<file path="src/rtl/ntwr_pkg.sv">
// ----------------------------------------------------------------------------
// ntwr_pkg: shared definitions for the nearest target within range block
// Field widths, register indexes, command codes and reset values.
// ----------------------------------------------------------------------------
package ntwr_pkg;

    // Field widths of the stream payloads
    localparam int FIELD_COORD_W = 12;
    localparam int INDEX_W       = 8;
    localparam int REACH_W       = 12;
    localparam int TICKS_W       = 16;
    localparam int DIST_W        = 25;
    localparam int REACH_SQ_W    = 2 * REACH_W;

    // Stream and configuration port widths
    localparam int S_TDATA_W = 40;
    localparam int M_TDATA_W = 16;
    localparam int CFG_IDX_W = 2;
    localparam int CFG_DAT_W = 16;

    // Default for the coordinate datapath width
    localparam int COORD_BITS_DEF = 12;

    // Register reset values
    localparam logic [REACH_W-1:0]    REACH_RST    = 12'd100;
    localparam logic [TICKS_W-1:0]    COOLDOWN_RST = 16'd30;
    localparam logic [REACH_SQ_W-1:0] REACH_SQ_RST = 24'd10000;
    localparam logic [TICKS_W-1:0]    TICKS_MAX    = 16'hFFFF;

    // Configuration register indexes
    typedef enum logic [CFG_IDX_W-1:0] {
        CFG_ORIGIN_X = 2'd0,
        CFG_ORIGIN_Y = 2'd1,
        CFG_REACH    = 2'd2,
        CFG_COOLDOWN = 2'd3
    } cfg_index_t;

    // Input command codes and result kinds
    localparam logic CMD_SCAN   = 1'b0;
    localparam logic CMD_SHOOT  = 1'b1;
    localparam logic KIND_SCAN  = 1'b0;
    localparam logic KIND_SHOOT = 1'b1;

endpackage

</file>
<file path="src/rtl/nearest_target_within_range.sv">
// ----------------------------------------------------------------------------
// nearest_target_within_range: nearest live object search with fire control
// Scans objects for the nearest live one within reach, latches it as the
// target at the end of a scan, and decides on each shoot tick whether to fire.
// ----------------------------------------------------------------------------
//
//  Channel | Direction | Handshake          | Payload
//  --------+-----------+--------------------+----------------------------------
//  s_*     | in        | s_tvalid/s_tready  | tdata, tlast = scan_last, tuser
//  m_*     | out       | m_tvalid/m_tready  | tdata, tuser = result_kind
//  cfg_*   | in        | cfg_we             | cfg_index, cfg_data
//
//  One item per cycle while the output is not stalled: an accepted transfer
//  lands in the input register and is evaluated once the output slot is free
//  or draining (two squares, an add and a compare against the running best);
//  a shoot tick or the end of a scan loads a result into the output register.
//  A stalled output holds its result; the input register still takes one
//  more transfer and then holds until the output drains.
//  rst_n clears all control state asynchronously; no clearing pass is needed.
//
module nearest_target_within_range #(
    parameter int COORD_BITS = ntwr_pkg::COORD_BITS_DEF
) (
    input  logic                             clk,
    input  logic                             rst_n,

    input  logic                             s_tvalid,
    output logic                             s_tready,
    // [11:0] obj_x, [23:12] obj_y, [24] obj_alive, [32:25] obj_index, zero pad
    input  logic [ntwr_pkg::S_TDATA_W-1:0]   s_tdata,
    input  logic                             s_tlast,
    // [0] command
    input  logic                             s_tuser,

    output logic                             m_tvalid,
    input  logic                             m_tready,
    // [0] target_found, [8:1] target_index, [9] fired, zero pad
    output logic [ntwr_pkg::M_TDATA_W-1:0]   m_tdata,
    // [0] result_kind
    output logic                             m_tuser,

    input  logic                             cfg_we,
    input  logic [ntwr_pkg::CFG_IDX_W-1:0]   cfg_index,
    input  logic [ntwr_pkg::CFG_DAT_W-1:0]   cfg_data
);

    // Coordinate bits that survive both the field width and COORD_BITS
    localparam int CW = (COORD_BITS < ntwr_pkg::FIELD_COORD_W) ?
                        COORD_BITS : ntwr_pkg::FIELD_COORD_W;
    localparam int FW = ntwr_pkg::FIELD_COORD_W;
    localparam int IW = ntwr_pkg::INDEX_W;
    localparam int DW = ntwr_pkg::DIST_W;
    localparam int TW = ntwr_pkg::TICKS_W;
    localparam int RW = ntwr_pkg::REACH_W;
    localparam int QW = ntwr_pkg::REACH_SQ_W;

    // Configuration registers
    logic [CW-1:0] origin_x_reg;
    logic [CW-1:0] origin_y_reg;
    logic [RW-1:0] reach_reg;
    logic [QW-1:0] reach_sq_reg;
    logic [TW-1:0] cooldown_reg;

    // Search and target state
    logic [DW-1:0] best_dist_reg, best_dist_next;
    logic [IW-1:0] best_index_reg, best_index_next;
    logic          best_valid_reg, best_valid_next;
    logic [IW-1:0] held_index_reg, held_index_next;
    logic          held_valid_reg, held_valid_next;
    logic [TW-1:0] ticks_reg, ticks_next;

    // Input register
    logic          in_valid_reg;
    logic          in_cmd_reg;
    logic [FW-1:0] in_x_reg;
    logic [FW-1:0] in_y_reg;
    logic          in_alive_reg;
    logic [IW-1:0] in_index_reg;
    logic          in_last_reg;

    // Output register
    logic          out_valid_reg, out_valid_next;
    logic          out_kind_reg, out_kind_next;
    logic          out_found_reg, out_found_next;
    logic [IW-1:0] out_index_reg, out_index_next;
    logic          out_fired_reg, out_fired_next;

    logic          advance;
    logic          out_load;
    logic [CW-1:0] dx;
    logic [CW-1:0] dy;
    logic [2*CW-1:0] dx_sq;
    logic [2*CW-1:0] dy_sq;
    logic [DW-1:0] sq_dist;
    logic [QW-1:0] cfg_reach_sq;
    logic [TW-1:0] ticks_inc;
    logic          in_reach;

    // Evaluate the held item when the output slot is free or draining
    assign advance  = in_valid_reg && (!out_valid_reg || m_tready);
    assign s_tready = !in_valid_reg || advance;

    // Absolute offsets and squared distance to the origin
    always_comb
    begin
        if (in_x_reg[CW-1:0] >= origin_x_reg)
        begin
            dx = in_x_reg[CW-1:0] - origin_x_reg;
        end
        else
        begin
            dx = origin_x_reg - in_x_reg[CW-1:0];
        end
        if (in_y_reg[CW-1:0] >= origin_y_reg)
        begin
            dy = in_y_reg[CW-1:0] - origin_y_reg;
        end
        else
        begin
            dy = origin_y_reg - in_y_reg[CW-1:0];
        end
        dx_sq   = dx * dx;
        dy_sq   = dy * dy;
        sq_dist = DW'(dx_sq) + DW'(dy_sq);
    end

    assign cfg_reach_sq = cfg_data[RW-1:0] * cfg_data[RW-1:0];
    assign ticks_inc    = (ticks_reg == ntwr_pkg::TICKS_MAX) ? ticks_reg
                                                             : ticks_reg + 1'b1;
    assign in_reach     = (sq_dist <= DW'(reach_sq_reg));

    // Next state of the search, the target and the result
    always_comb
    begin
        best_dist_next  = best_dist_reg;
        best_index_next = best_index_reg;
        best_valid_next = best_valid_reg;
        held_index_next = held_index_reg;
        held_valid_next = held_valid_reg;
        ticks_next      = ticks_reg;
        out_load        = 1'b0;
        out_kind_next   = out_kind_reg;
        out_found_next  = out_found_reg;
        out_index_next  = out_index_reg;
        out_fired_next  = out_fired_reg;

        if (advance)
        begin
            if (in_cmd_reg == ntwr_pkg::CMD_SCAN)
            begin
                // Keep the nearest live object; a tie goes to the later one
                if (in_alive_reg && (sq_dist <= best_dist_reg))
                begin
                    best_dist_next  = sq_dist;
                    best_index_next = in_index_reg;
                    best_valid_next = 1'b1;
                end
                // Latch the target and rearm the search at the end of a scan
                if (in_last_reg)
                begin
                    held_valid_next = best_valid_next;
                    held_index_next = best_valid_next ? best_index_next : '0;
                    best_dist_next  = DW'(reach_sq_reg);
                    best_index_next = '0;
                    best_valid_next = 1'b0;
                    out_load        = 1'b1;
                    out_kind_next   = ntwr_pkg::KIND_SCAN;
                    out_found_next  = held_valid_next;
                    out_index_next  = held_index_next;
                    out_fired_next  = 1'b0;
                end
            end
            else
            begin
                // Shoot tick: advance the cooldown, fire or drop the target
                ticks_next     = ticks_inc;
                out_fired_next = 1'b0;
                if (held_valid_reg && in_alive_reg && in_reach)
                begin
                    if (ticks_inc >= cooldown_reg)
                    begin
                        ticks_next     = '0;
                        out_fired_next = 1'b1;
                    end
                end
                else
                begin
                    held_valid_next = 1'b0;
                    held_index_next = '0;
                end
                out_load       = 1'b1;
                out_kind_next  = ntwr_pkg::KIND_SHOOT;
                out_found_next = held_valid_next;
                out_index_next = held_index_next;
            end
        end

        // Reload the search bound on a reach write while nothing qualified
        if (cfg_we && (cfg_index == ntwr_pkg::CFG_REACH) && !best_valid_reg)
        begin
            best_dist_next = DW'(cfg_reach_sq);
        end

        // Output slot: load a new result, or drop the one just transferred
        if (out_load)
        begin
            out_valid_next = 1'b1;
        end
        else if (m_tready)
        begin
            out_valid_next = 1'b0;
        end
        else
        begin
            out_valid_next = out_valid_reg;
        end
    end

    // Configuration writes
    always_ff @(posedge clk or negedge rst_n)
    begin
        if (!rst_n)
        begin
            origin_x_reg <= '0;
            origin_y_reg <= '0;
            reach_reg    <= ntwr_pkg::REACH_RST;
            reach_sq_reg <= ntwr_pkg::REACH_SQ_RST;
            cooldown_reg <= ntwr_pkg::COOLDOWN_RST;
        end
        else if (cfg_we)
        begin
            case (cfg_index)
                ntwr_pkg::CFG_ORIGIN_X: origin_x_reg <= cfg_data[CW-1:0];
                ntwr_pkg::CFG_ORIGIN_Y: origin_y_reg <= cfg_data[CW-1:0];
                ntwr_pkg::CFG_REACH:
                begin
                    reach_reg    <= cfg_data[RW-1:0];
                    reach_sq_reg <= cfg_reach_sq;
                end
                ntwr_pkg::CFG_COOLDOWN: cooldown_reg <= cfg_data[TW-1:0];
                default: ;
            endcase
        end
    end

    // Search, target and output control state
    always_ff @(posedge clk or negedge rst_n)
    begin
        if (!rst_n)
        begin
            best_dist_reg  <= DW'(ntwr_pkg::REACH_SQ_RST);
            best_index_reg <= '0;
            best_valid_reg <= 1'b0;
            held_index_reg <= '0;
            held_valid_reg <= 1'b0;
            ticks_reg      <= '0;
            in_valid_reg   <= 1'b0;
            out_valid_reg  <= 1'b0;
        end
        else
        begin
            best_dist_reg  <= best_dist_next;
            best_index_reg <= best_index_next;
            best_valid_reg <= best_valid_next;
            held_index_reg <= held_index_next;
            held_valid_reg <= held_valid_next;
            ticks_reg      <= ticks_next;
            out_valid_reg  <= out_valid_next;
            if (s_tready)
            begin
                in_valid_reg <= s_tvalid;
            end
        end
    end

    // Input payload: capture on each transfer
    always_ff @(posedge clk)
    begin
        if (s_tvalid && s_tready)
        begin
            in_cmd_reg   <= s_tuser;
            in_x_reg     <= s_tdata[FW-1:0];
            in_y_reg     <= s_tdata[2*FW-1:FW];
            in_alive_reg <= s_tdata[2*FW];
            in_index_reg <= s_tdata[2*FW+IW:2*FW+1];
            in_last_reg  <= s_tlast;
        end
    end

    // Output payload: hold until the next result
    always_ff @(posedge clk)
    begin
        out_kind_reg  <= out_kind_next;
        out_found_reg <= out_found_next;
        out_index_reg <= out_index_next;
        out_fired_reg <= out_fired_next;
    end

    assign m_tvalid = out_valid_reg;
    assign m_tuser  = out_kind_reg;
    assign m_tdata  = {{(ntwr_pkg::M_TDATA_W - IW - 2){1'b0}},
                       out_fired_reg, out_index_reg, out_found_reg};

    // Reach register is only kept for its square; tie it to the square
    a_reach_sq: assert property (@(posedge clk) disable iff (!rst_n)
        (reach_sq_reg == QW'(reach_reg * reach_reg)))
        else $error("reach square out of step with reach");

    // A fire clears the cooldown counter
    a_fire_clears: assert property (@(posedge clk) disable iff (!rst_n)
        (out_load && out_fired_next) |=> (ticks_reg == '0))
        else $error("counter not cleared after fire");

    // No target held means index zero
    a_held_idle: assert property (@(posedge clk) disable iff (!rst_n)
        !held_valid_reg |-> (held_index_reg == '0))
        else $error("held index set without a target");

    // An item waiting on a stalled output stays in the input register
    a_in_hold: assert property (@(posedge clk) disable iff (!rst_n)
        (in_valid_reg && !advance) |=> (in_valid_reg && $stable(in_index_reg)))
        else $error("input item lost during stall");

endmodule
</file>
<file path="config.mk">
export PLATFORM = sky130hd
export DESIGN_NAME = nearest_target_within_range
export DESIGN_NICKNAME = d
export VERILOG_FILES = /design/src/rtl/ntwr_pkg.sv /design/src/rtl/nearest_target_within_range.sv
export SDC_FILE = /design/constraint.sdc
export NUM_CORES = 1
export LEC_CHECK = 0
export ABC_AREA = 0
export BUFFER_PORTS_ARGS = -buffer_cell sky130_fd_sc_hd__buf_2
export CELL_PAD_IN_SITES_DETAIL_PLACEMENT = 1
export CELL_PAD_IN_SITES_GLOBAL_PLACEMENT = 2
export CORE_AREA = 2 2 239 241
export CTS_CLUSTER_SIZE = 16
export DETAILED_ROUTE_END_ITERATION = 6
export DIE_AREA = 0 0 241 243
export PLACE_DENSITY_LB_ADDON = 0.25
export SYNTH_ARGS = -nofsm -noshare
export SYNTH_HDL_FRONTEND = slang
export SYNTH_SLANG_ARGS = --single-unit
</file>
<file path="constraint.sdc">
create_clock -name clk -period 11.5 [get_ports clk]
set_input_delay 2.875 -clock clk [delete_from_list [all_inputs] [get_ports clk]]
set_output_delay 2.875 -clock clk [all_outputs]
set_load 0.02 [all_outputs]
</file>
# Word level (Yosys, flattened, before mapping)
# Index checks and enable logic that the tools add are counted.
[word_totals]
reg_bits = 171
latch_bits = 0
ram_bits = 0
romBits = 0
n_memories = 0
[classes]
addsub = 6
multipliers = 3
div = 0
magnitude_cmp = 5
eq_ne = 5
shift = 0
mux = 32
bitwise = 1
reduce_logical = 25
[op_table]
columns = ["cell", "count"]
rows = [
  ["$mux 25", 5],
  ["$mul 12x12->24", 3],
  ["$mux 16", 3],
  ["$mux 8", 6],
  ["$sub 12x12->12", 4],
  ["$add 24x24->25", 1],
  ["$le 25x24->1", 1],
  ["$le 25x25->1", 1],
  ["$ge 12x12->1", 2],
  ["$mux 12", 2],
  ["$add 16x1->16 const B", 1],
  ["$eq 16x16->1 const B", 1],
  ["$ge 16x16->1", 1],
  ["$mux 1", 16],
  ["$reduce_and 2->1", 7],
  ["$logic_and 1x1->1", 7],
  ["$reduce_bool 2->1", 3],
  ["$eq 2x2->1 const B", 2],
  ["$logic_not 1->1", 3],
  ["$reduce_and 3->1", 1],
  ["$reduce_bool 3->1", 1],
  ["$eq 2x1->1 const B", 1],
  ["$logic_not 2->1", 1],
  ["$logic_or 1x1->1", 2],
  ["2 further kinds", 2],
]

# Logic depth before layout (Yosys ltp)
# Gate-level depths: netlist of the first run.
[depth]
word_depth = 12
mapped_depth = 47
ltp_nobuf = 44

# Worst setup path after synthesis of the first run
# Ideal clock, no wire load.
[synth_timing]
path_kind = "register to register"
from = "reg in_x_reg[0]"
to = "reg out_index_reg[6], data pin"
setup_time_ns = 0.264
arrival_ns = 9.780
t_required_ns = 11.236
setup_slack_ns = 1.456
path_stages_with_launch = 43
path_buffers = 4
synth_period_minus_slack_ns = 10.044
path_cell_list = "edfxtp_1 inv_1 ha_1 inv_1 fa_1 a211oi_2 o21ai_1 a21oi_2 o31ai_4 buf_6 mux2i_1 xnor2_2 buf_2 nand2b_1 fa_1 inv_1 fa_1 inv_1 [... 7 more ...] or2_1 or2_1 o21a_4 a21oi_4 o21bai_1 a21oi_1 xnor2_1 ha_1 nand4_1 or3_1 nor4_1 a211o_1 a31oi_1 or2_1 buf_2 buf_2 a31oi_1 o2bb2ai_1"
[synth_via]
elab_chain_len = 12
[synth_rtl]
columns = ["item", "line", "source"]
rows = [
  ["start: declaration", "nearest_target_within_range.sv:75", "logic [FW-1:0] in_x_reg;"],
  ["start signal: assignment", "nearest_target_within_range.sv:282", "in_x_reg <= s_tdata[FW-1:0];"],
  ["$sub 12x12->12 (tied with other cells)", "nearest_target_within_range.sv:112", "dx = origin_x_reg - in_x_reg[CW-1:0];"],
  ["$mux 12 *", "nearest_target_within_range.sv:106", "if (in_x_reg[CW-1:0] >= origin_x_reg)"],
  ["$mul 12x12->24 *", "nearest_target_within_range.sv:122", "dx_sq = dx * dx;"],
  ["$add 24x24->25 *", "nearest_target_within_range.sv:124", "sq_dist = DW'(dx_sq) + DW'(dy_sq);"],
  ["$le 25x25->1", "nearest_target_within_range.sv:152", "if (in_alive_reg && (sq_dist <= best_dist_reg))"],
  ["$logic_and 1x1->1", "nearest_target_within_range.sv:152", ""],
  ["$mux 1", "nearest_target_within_range.sv:152", ""],
  ["$mux 1", "nearest_target_within_range.sv:149", "if (in_cmd_reg == ntwr_pkg::CMD_SCAN)"],
  ["$mux 1", "nearest_target_within_range.sv:147", "if (advance)"],
  ["$mux 8", "nearest_target_within_range.sv:162", "held_index_next = best_valid_next ? best_index_next : '0;"],
  ["$mux 8", "nearest_target_within_range.sv:159", "if (in_last_reg)"],
  ["$mux 8 *", "nearest_target_within_range.sv:149", ""],
  ["end signal: assignment", "nearest_target_within_range.sv:295", "out_index_reg <= out_index_next;"],
  ["end: declaration", "nearest_target_within_range.sv:85", "logic [IW-1:0] out_index_reg, out_index_next;"],
]
# Every way passes the cells marked *; elsewhere a longest branch is shown, timed or not. The select of a mux whose other input is x is not followed.
# A chain may end at the register's enable or synchronous reset.

# Worst setup path in the final report of the first run
[layout_timing]
from = "reg in_x_reg[0]"
to = "reg out_index_reg[4], data pin"
# The elaborated chain is that of the path after synthesis.

==> results.sh, run 1 <==
export IMPL_cp_start_kind="flip-flop"
export IMPL_io_buffer_count=70
export IMPL_grt_overflow_total=0
export IMPL_cp_top_family="adder cells"
export IMPL_num_vias=17200
export IMPL_critPathMaxStageDelay_ns=0.65
export IMPL_maxSlewHeadroom_pct=33.9
export IMPL_area_growth_pct=10.3
export IMPL_path_clk_slew_ns=0.07
export IMPL_synth_ff_type="dfrtp_1"
export IMPL_maxCapViolCount=0
export IMPL_hold_violations=0
export IMPL_syn_cell_area_mm2=0.0233
export IMPL_worstMarginPinSlew_ns=0.991
export IMPL_yosysSeqAreaShare_pct=19.3
export IMPL_yosysWarnings=0
export IMPL_ant_nets=0
export IMPL_status="finished, final reports clean"
export IMPL_fin_crit_sh_pct=97.0
export IMPL_synth_distinct_cells=97
export IMPL_coreArea_mm2=0.0560
export IMPL_grt_max_degree=67
export IMPL_num_rows=87
export IMPL_clock_latency_ns=0.46
export IMPL_drv_slew=0
export IMPL_slowest_stage="fa_2"
export IMPL_drive_above_1_share_pct=13.8
export IMPL_setup_violations=0
export IMPL_largest_register_ff_count=25
export IMPL_min_period_ns=11.15
export IMPL_max_freq_mhz=89.7
export IMPL_cp_end_kind="flip-flop"
export IMPL_crit_top_cell="fa_1"
export IMPL_fin_skew_ns=0.0123
export IMPL_layout_nets=3173
export IMPL_grtUsageTotal_pct=22.4
export IMPL_dpl_hpwl_um=51800
export IMPL_htree_levels=4
export IMPL_drt_iter0_drc=743
export IMPL_wl_per_cell_um=19.1
export IMPL_root_buffer="clkbuf_16"
export IMPL_cts_path_max_buffers=2
export IMPL_cts_tree="done"
export IMPL_min_path_type="flip-flop to flip-flop"
export IMPL_critical_path_class="flip-flop to flip-flop"
export IMPL_synthCells=2464
export IMPL_grt_pass1_vias=19100
export IMPL_ys_ff_latch=170
export IMPL_cts_buffers=17
export IMPL_crit_buf_inv=7
export IMPL_holdWs_ns=0.490
export IMPL_syn_area_per_cell_um2=9.45
export IMPL_antenna_found_initial=3
export IMPL_avgViaCountPerCell=5.19
export IMPL_worst_ep_arrival_time_ns=11.32
export IMPL_ios=84
export IMPL_dieArea_mm2=0.0586
export IMPL_synthArstFlopShare_pct=72.9
export IMPL_holdBufCountCts=0
export IMPL_drt_wl_total_um=63400
export IMPL_grt_pass1_wl_um=103000
export IMPL_die_x_um=241
export IMPL_path_max_fanout=13
export IMPL_initial_core_util_pct=41.6
export IMPL_dr_pass1_iters=5
export IMPL_crit_required_ns=11.67
export IMPL_die_height_um=243
export IMPL_remaining_drc_errors=0
export IMPL_clkSinkCount=170
export IMPL_synth_edf_count=46
export IMPL_place_congestion=0.884
## cell usage after synthesis, types with 6 or more instances
master	count	area, um^2
inv_2	11	41.3
ha_1	274	3430
o2bb2ai_1	8	70.1
nor2_2	18	113
a22oi_1	8	60.1
nor3b_1	13	97.6
buf_4	13	97.6
a21o_1	51	383
edfxtp_1	46	1380
nor2b_1	13	81.3
nand2b_1	34	213
o211ai_1	9	67.6
or3_1	9	56.3
and2_1	51	319
xnor2_2	6	97.6
buf_6	6	67.6
nor2_1	152	571
or2_1	7	43.8
inv_1	493	1850
o32ai_1	9	78.8
o21bai_1	8	60.1
dfrtp_1	110	2750
o21ai_1	8	40.0
a21oi_1	74	370
nand3_1	24	120
nand3b_1	9	67.6
fa_1	282	5650
clkbuf_1	42	158
dfstp_2	14	368
o21ai_0	99	495
o21a_1	10	75.1
buf_2	16	80.1
a211o_1	12	105
a31oi_1	23	144
mux2_2	37	417
a211oi_1	16	120
nor3_1	25	125
nand4_1	17	106
nand2_1	171	642
or2_2	7	43.8
xor2_1	30	263
xnor2_1	52	455
mux2i_1	43	430
and3_1	10	62.6
## repair_timing
action                                  CTS  global route
pin swaps                                 1            10
endpoints found under the setup margin   38            68
gates resized for setup                   4            51
cloned                                    0             1
setup buffers                             0            14
## final cells by class
| type | instances | area (um^2) |
|---|---|---|
| inverter | 505 | 1900 |
| sequential | 170 | 4500 |
| tap | 756 | 946 |
| timing repair buffer | 145 | 982 |
| antenna | 1 | 2.50 |
| fill | 6452 | 30300 |
| multi-input combinational | 1713 | 16800 |
| clock inverter | 15 | 153 |
| clock buffer | 17 | 425 |
## through the flow
stage	TNS (ns)	util [%]	setup WS [ns]	cell area, um^2	std cells
2_1_floorplan	0	-	1.46	23300	2469
3_3_place_gp	-0.0579	44.1	-0.0579	24700	3274
3_5_place_dp	-3.75	44.1	-0.250	24700	3274
4_1_cts	0	45.1	0.0176	25300	3306
5_1_grt	-0.178	45.9	-0.0362	25700	3321
6_report	0	45.9	0.351	25700	3322
## cells in the final DEF (no fill, tap or decap), types with 15 or more instances in the layout
cell | Yosys | final
a211oi_1 | 16 | 15
a21o_1 | 51 | 51
a21oi_1 | 74 | 70
and2_1 | 51 | 50
buf_2 | 16 | 69
buf_4 | 13 | 69
clkbuf_16 | 0 | 18
dfrtp_1 | 110 | 110
edfxtp_1 | 46 | 46
fa_1 | 282 | 280
ha_1 | 274 | 271
inv_1 | 493 | 493
mux2_2 | 37 | 37
mux2i_1 | 43 | 41
nand2_1 | 171 | 170
nand2b_1 | 34 | 34
nand3_1 | 24 | 24
nand4_1 | 17 | 17
nor2_1 | 152 | 149
nor2_2 | 18 | 20
nor3_1 | 25 | 25
o21ai_0 | 99 | 94
xnor2_1 | 52 | 49
xor2_1 | 30 | 30
## worst register-to-register path: cells and delay by family (launching register included)
family | cells | cell delay [ns]
AOI/OAI and AO/OA | 12 | 2.23
xor gates and xnor gates | 2 | 0.54
adders and majority gates | 11 | 4.94
buffers and inverters | 7 | 0.66
DFF | 1 | 0.42
muxes | 1 | 0.18
and+or+nand+nor | 7 | 1.89
## final timing paths
kind,from,to,slack [ns],cells past startpoint
max in group asynchronous,rst_n,origin_y_reg[2],7.77,2
hold / removal,reach_sq_reg[20],reach_sq_reg[20],0.49,2
min in group asynchronous,rst_n,best_index_reg[1],2.40,1
setup reg to reg,in_x_reg[0],out_index_reg[4],0.35,40
hold reg to reg,reach_sq_reg[20],reach_sq_reg[20],0.49,2
setup / recovery,in_x_reg[0],out_index_reg[4],0.35,40
## cells by family (layout without fill, tap and decap cells)
logic type / after synthesis / after routing / share of synthesized area, %
flip-flops: 170 / 170 / 19.3
XOR/XNOR: 94 / 94 / 4.12
AND/OR/NAND/NOR: 577 / 577 / 12.1
AO/OA/AOI/OAI: 395 / 395 / 11.5
buffers and inverters: 586 / 682 / 9.99
other: 1 / 7 / 0.0161
adder cells (fa/ha/maj): 556 / 556 / 39.0
multiplexers: 85 / 85 / 3.94
## metal layers
metal	GRT usage, %	wire [um]
met1	30.1	29100
met2	38.8	31700
met3	2.26	1380
met4	5.27	1230
met5	0	13
Power of run 1 is left out: the tool's default activity adds up to more than one toggle a clock period on the data nets, which glitch-free logic cannot reach.
==> inputs of run 2 (changes only) <==
--- a/config.mk
+++ b/config.mk
@@ -9,11 +9,10 @@
 export BUFFER_PORTS_ARGS = -buffer_cell sky130_fd_sc_hd__buf_2
 export CELL_PAD_IN_SITES_DETAIL_PLACEMENT = 1
 export CELL_PAD_IN_SITES_GLOBAL_PLACEMENT = 2
-export CORE_AREA = 2 2 239 241
-export CTS_CLUSTER_SIZE = 16
+export CORE_AREA = 2 2 261 263
 export DETAILED_ROUTE_END_ITERATION = 6
-export DIE_AREA = 0 0 241 243
-export PLACE_DENSITY_LB_ADDON = 0.25
+export DIE_AREA = 0 0 263 265
+export PLACE_DENSITY = 0.74
 export SYNTH_ARGS = -nofsm -noshare
 export SYNTH_HDL_FRONTEND = slang
 export SYNTH_SLANG_ARGS = --single-unit
==> run 2 against run 1 <==
Non-clock buffer count is 12 higher; global-route usage shrank 3.6 points; critical path type unchanged; die area increased by 19%; first-iteration DRC count rose by 0.81%; routed wire length barely moved; via count about the same.
==> results.sh, run 2 (same netlist as run 1, synthesis figures left out) <==
export IMPL_clock_latency_ns=0.48
export IMPL_path_max_fanout=15
export IMPL_drt_iter0_drc=749
export IMPL_clkSinkCount=170
export IMPL_grt_pass1_wl_um=104000
export IMPL_dr_pass1_iters=4
export IMPL_antenna_cells=0
export IMPL_grt_pass1_vias=19300
export IMPL_final_cell_mix="inv_1, fa_1, ha_1"
export IMPL_crit_end="best_dist_reg[19]"
export IMPL_wl_per_cell_um=18.4
export IMPL_avgViaCountPerCell=4.99
export IMPL_num_rows=95
export IMPL_area_growth_pct=11.0
export IMPL_fin_skew_ns=0.0182
export IMPL_grtUsageTotal_pct=18.9
export IMPL_die_x_um=263
export IMPL_min_path_type="flip-flop to flip-flop"
export IMPL_path_clk_slew_ns=0.08
export IMPL_layout_nets=3185
export IMPL_remaining_drc_errors=0
export IMPL_grt_overflow_total=0
export IMPL_grt_met1_usage_pct=25.6
export IMPL_maxSlewHeadroom_pct=37.0
export IMPL_die_height_um=265
export IMPL_status="finished, final reports clean"
export IMPL_gr_usage_met3_pct=1.69
export IMPL_io_buffer_count=70
export IMPL_drt_wl_total_um=63400
export IMPL_cts_path_max_buffers=2
export IMPL_use_met2_pct=32.8
export IMPL_max_freq_mhz=90.5
export IMPL_multi_input_area_mm2=0.0166
export IMPL_ant_nets=0
export IMPL_drv_slew=0
export IMPL_crit_required_ns=11.84
export IMPL_fin_crit_sh_pct=96.1
export IMPL_preCtsSetupSlack_ns=-0.150
export IMPL_crit_path_start="origin_x_reg[4]"
export IMPL_num_vias=17200
export IMPL_worstMarginPinSlew_ns=0.945
export IMPL_htree_levels=4
export IMPL_r2r_setup_slack_ns=0.45
export IMPL_hold_violations=0
export IMPL_min_path_cells=2
export IMPL_root_buffer="clkbuf_16"
export IMPL_initial_core_util_pct=34.8
export IMPL_worstReg2RegEnd="best_dist_reg[19]"
export IMPL_cts_buffers=17
export IMPL_cp_start_kind="flip-flop"
export IMPL_cp_end_kind="flip-flop"
export IMPL_setup_violations=0
export IMPL_place_congestion=0.845
export IMPL_cts_tree="done"
export IMPL_min_period_ns=11.05
export IMPL_slowest_stage="fa_1"
export IMPL_critPathMaxStageDelay_ns=0.55
export IMPL_critical_path_class="flip-flop to flip-flop"
export IMPL_drive_above_1_share_pct=13.9
export IMPL_antenna_found_initial=2
export IMPL_r2r_cells=45
export IMPL_busiest_layer="met2"
export IMPL_final_common_cell="inv_1"
export IMPL_maxCapViolCount=0
export IMPL_crit_top_cell="inv_1"
export IMPL_dpl_hpwl_um=51700
export IMPL_num_fill_cells=7710
export IMPL_dieArea_mm2=0.0697
export IMPL_worst_ep_arrival_time_ns=11.40
export IMPL_coreArea_mm2=0.0668
export IMPL_final_setup_worst_slack_ns=0.447
export IMPL_r2r_start="origin_x_reg[4]"
export IMPL_largest_register_ff_count=25
export IMPL_ios=84
export IMPL_grt_max_degree=65
export IMPL_seq_area_mm2=0.00450
run 2: cell count changes in the layout (fill, tap and decap cells not counted), sizes merged:
| cell | delta |
|---|---|
| inv | -4 |
| clkinv | +6 |
| bufinv | -1 |
| buf | +11 |
| diode | -1 |
| clkinvlp | -1 |
| clkbuf | +1 |
run 2: through the flow:
step           instances  area [um^2]  setup TNS [ns]  util (%)  hold slack [ns]
2_1_floorplan       2469        23300               0         -            0.450
3_3_place_gp        3396        24800               0      37.2            0.469
3_5_place_dp        3396        24800           -1.27      37.2            0.481
4_1_cts             3428        25500               0      38.1            0.492
5_1_grt             3450        25800           -1.94      38.7            0.526
6_report            3450        25800               0      38.7            0.494
run 2: critical path: cells and delay by family, from the launching register on:
family,cells,cell delay (ns)
buffers and inverters,13,1.55
muxes,2,0.29
and+or+nand+nor,8,1.51
xor gates and xnor gates,2,0.33
AOI/OAI and AO/OA,10,2.37
DFF,1,0.36
adders and majority gates,10,4.46
run 2: metal layers:
metal	vias up	part of all wire [%]
met5	-	0.039
met4	4	1.3
met3	38	2.6
met2	214	49
met1	8811	47
li1	8147	-
run 2: repair_timing:
item,in CTS,in global routing
pin swaps,0,13
hold buffers,0,0
setup endpoints to repair,30,68
buffers inserted,0,19
resized for setup,5,36
cloned,0,3
run 2: area by class of cell:
type                       instances  area share (%)
timing repair buffer             157            4.21
multi-input combinational       1713            64.4
clock buffer                      17            1.65
tap                              873            4.23
inverter                         505            7.36
clock inverter                    15           0.770
sequential                       170            17.4
run 2: worst min-delay path by stage:
stage,startpoint,to
after floorplan,cooldown_reg[6],cooldown_reg[6]
after global placement,cooldown_reg[8],cooldown_reg[8]
after detailed placement,reach_sq_reg[20],reach_sq_reg[20]
after CTS,cooldown_reg[4],cooldown_reg[4]
after global routing,cooldown_reg[4],cooldown_reg[4]
final,cooldown_reg[4],cooldown_reg[4]
Power of run 2 is left out for the same reason.
==> inputs of run 3 (changes only) <==
--- a/config.mk
+++ b/config.mk
@@ -13,6 +13,7 @@
 export DETAILED_ROUTE_END_ITERATION = 6
 export DIE_AREA = 0 0 263 265
 export PLACE_DENSITY = 0.74
+export REMOVE_ABC_BUFFERS = 1
 export SYNTH_ARGS = -nofsm -noshare
 export SYNTH_HDL_FRONTEND = slang
 export SYNTH_SLANG_ARGS = --single-unit
==> run 3 against run 2 <==
Sequential share of layout area rose by 0.086 points; first-iteration DRC count rose by 0.27%; cell area fell by 0.49%; via count fell by 0.79%; critical path type unchanged; flip-flop and latch count did not move; critical path depth fell by 8; count of clock-buffer cells in the layout rose by 1; die area did not move; setup slack improved by 0.022 ns; cell count fell by 0.38%; critical endpoint is now out_index_reg[0].
==> results.sh, run 3 (same netlist as run 1, synthesis figures left out) <==
export IMPL_avgViaCountPerCell=4.97
export IMPL_die_height_um=265
export IMPL_grt_max_degree=67
export IMPL_critical_path_class="flip-flop to flip-flop"
export IMPL_grt_overflow_total=0
export IMPL_initial_core_util_pct=34.8
export IMPL_grt_pass1_wl_um=104000
export IMPL_status="finished, final reports clean"
export IMPL_drt_iter0_drc=751
export IMPL_clkSinkCount=170
export IMPL_drive_above_1_share_pct=13.3
export IMPL_worst_ep_arrival_time_ns=11.22
export IMPL_cp_end_kind="flip-flop"
export IMPL_crit_required_ns=11.69
export IMPL_slowest_stage="fa_1"
export IMPL_cts_path_max_buffers=2
export IMPL_min_path_type="flip-flop to flip-flop"
export IMPL_path_clk_slew_ns=0.08
export IMPL_worstMarginPinSlew_ns=0.946
export IMPL_cp_start_kind="flip-flop"
export IMPL_final_setup_worst_slack_ns=0.469
export IMPL_antenna_found_initial=1
export IMPL_cts_buffers=17
export IMPL_maxSlewHeadroom_pct=36.9
export IMPL_preCtsSetupSlack_ns=-0.145
export IMPL_num_rows=95
export IMPL_min_period_ns=11.03
export IMPL_fin_skew_ns=0.0185
export IMPL_fin_crit_sh_pct=95.9
export IMPL_place_congestion=0.841
export IMPL_final_common_cell="inv_1"
export IMPL_max_freq_mhz=90.7
export IMPL_remaining_drc_errors=0
export IMPL_grt_pass1_vias=19200
export IMPL_root_buffer="clkbuf_16"
export IMPL_drv_slew=0
export IMPL_dieArea_mm2=0.0697
export IMPL_dpl_hpwl_um=52500
export IMPL_setup_violations=0
export IMPL_layout_nets=3172
export IMPL_holdWs_ns=0.492
export IMPL_hold_violations=0
export IMPL_wl_per_cell_um=18.3
export IMPL_holdBufCountCts=0
export IMPL_crit_top_cell="fa_1"
export IMPL_coreArea_mm2=0.0668
export IMPL_area_growth_pct=10.4
export IMPL_path_max_fanout=14
export IMPL_ant_nets=0
export IMPL_die_x_um=263
export IMPL_dr_pass1_iters=4
export IMPL_critPathMaxStageDelay_ns=0.59
export IMPL_min_path_cells=2
export IMPL_io_buffer_count=70
export IMPL_antenna_cells=0
export IMPL_final_cell_mix="inv_1, fa_1, ha_1"
export IMPL_drt_wl_total_um=63000
export IMPL_maxCapViolCount=0
export IMPL_clock_latency_ns=0.46
export IMPL_r2r_cells=37
export IMPL_htree_levels=4
export IMPL_largest_register_ff_count=25
export IMPL_cts_tree="done"
export IMPL_num_vias=17100
export IMPL_ios=84
export IMPL_grtUsageTotal_pct=18.8
[run 3: cell count changes in the layout (fill, tap and decap cells not counted), sizes merged]
| cell | previous run | this run |
|---|---|---|
| clkinv | 10 | 4 |
| bufinv | 0 | 1 |
| buf | 155 | 143 |
| inv | 510 | 514 |
[run 3: worst max-delay path: cells and delay by family, from the launching register on]
kind / cells / cell delay, ns
AOI/OAI and AO/OA: 12 / 2.92
xor gates and xnor gates: 2 / 0.39
adders and majority gates: 11 / 4.79
buffers and inverters: 7 / 0.93
DFF: 1 / 0.43
muxes: 1 / 0.27
and+or+nand+nor: 4 / 0.96
[run 3: worst paths after layout]
path / end / slack, ns / start
worst min-delay path: reach_sq_reg[20] / 0.49 / reach_sq_reg[20]
worst max register to register: out_index_reg[0] / 0.47 / in_y_reg[0]
max in group asynchronous: reach_sq_reg[11] / 7.54 / rst_n
min in group asynchronous: ticks_reg[10] / 2.51 / rst_n
worst max-delay path: out_index_reg[0] / 0.47 / in_y_reg[0]
worst min register to register: reach_sq_reg[20] / 0.49 / reach_sq_reg[20]
[run 3: final cells by class]
type                            instances  area, um^2
Sequential cell                       170        4500
Inverter                              505        1900
Tap cell                              873        1090
Clock buffer                           18         429
Timing Repair Buffer                  144         983
Multi-Input combinational cell       1713       16600
Clock inverter                         14         171
Fill cell                            7692       41100
[run 3: metal layers]
layer  track usage, %  share of wire (%)  vias to the layer above
met5                0                  0                        -
met4             3.18                1.0                        0
met3             1.95                2.5                       25
met2             33.0                 50                      170
met1             25.3                 47                     8759
li1                 -                  -                     8124
[run 3: metrics by stage]
| step | area (um^2) | instances | TNS, ns | util, % |
|---|---|---|---|---|
| 3_5_place_dp | 24900 | 3399 | -0.325 | 37.2 |
| 6_report | 25700 | 3437 | 0 | 38.5 |
| 3_3_place_gp | 24900 | 3399 | 0 | 37.2 |
| 2_1_floorplan | 22900 | 2388 | 0 | - |
| 4_1_cts | 25500 | 3431 | 0 | 38.1 |
| 5_1_grt | 25700 | 3437 | -0.342 | 38.5 |
[run 3: what timing repair did]
item,4_1_cts,5_1_grt
pin swaps,0,7
gates cloned,0,1
setup endpoints to repair,16,67
setup buffers,0,5
resized for setup,3,33
Power of run 3 is left out for the same reason.
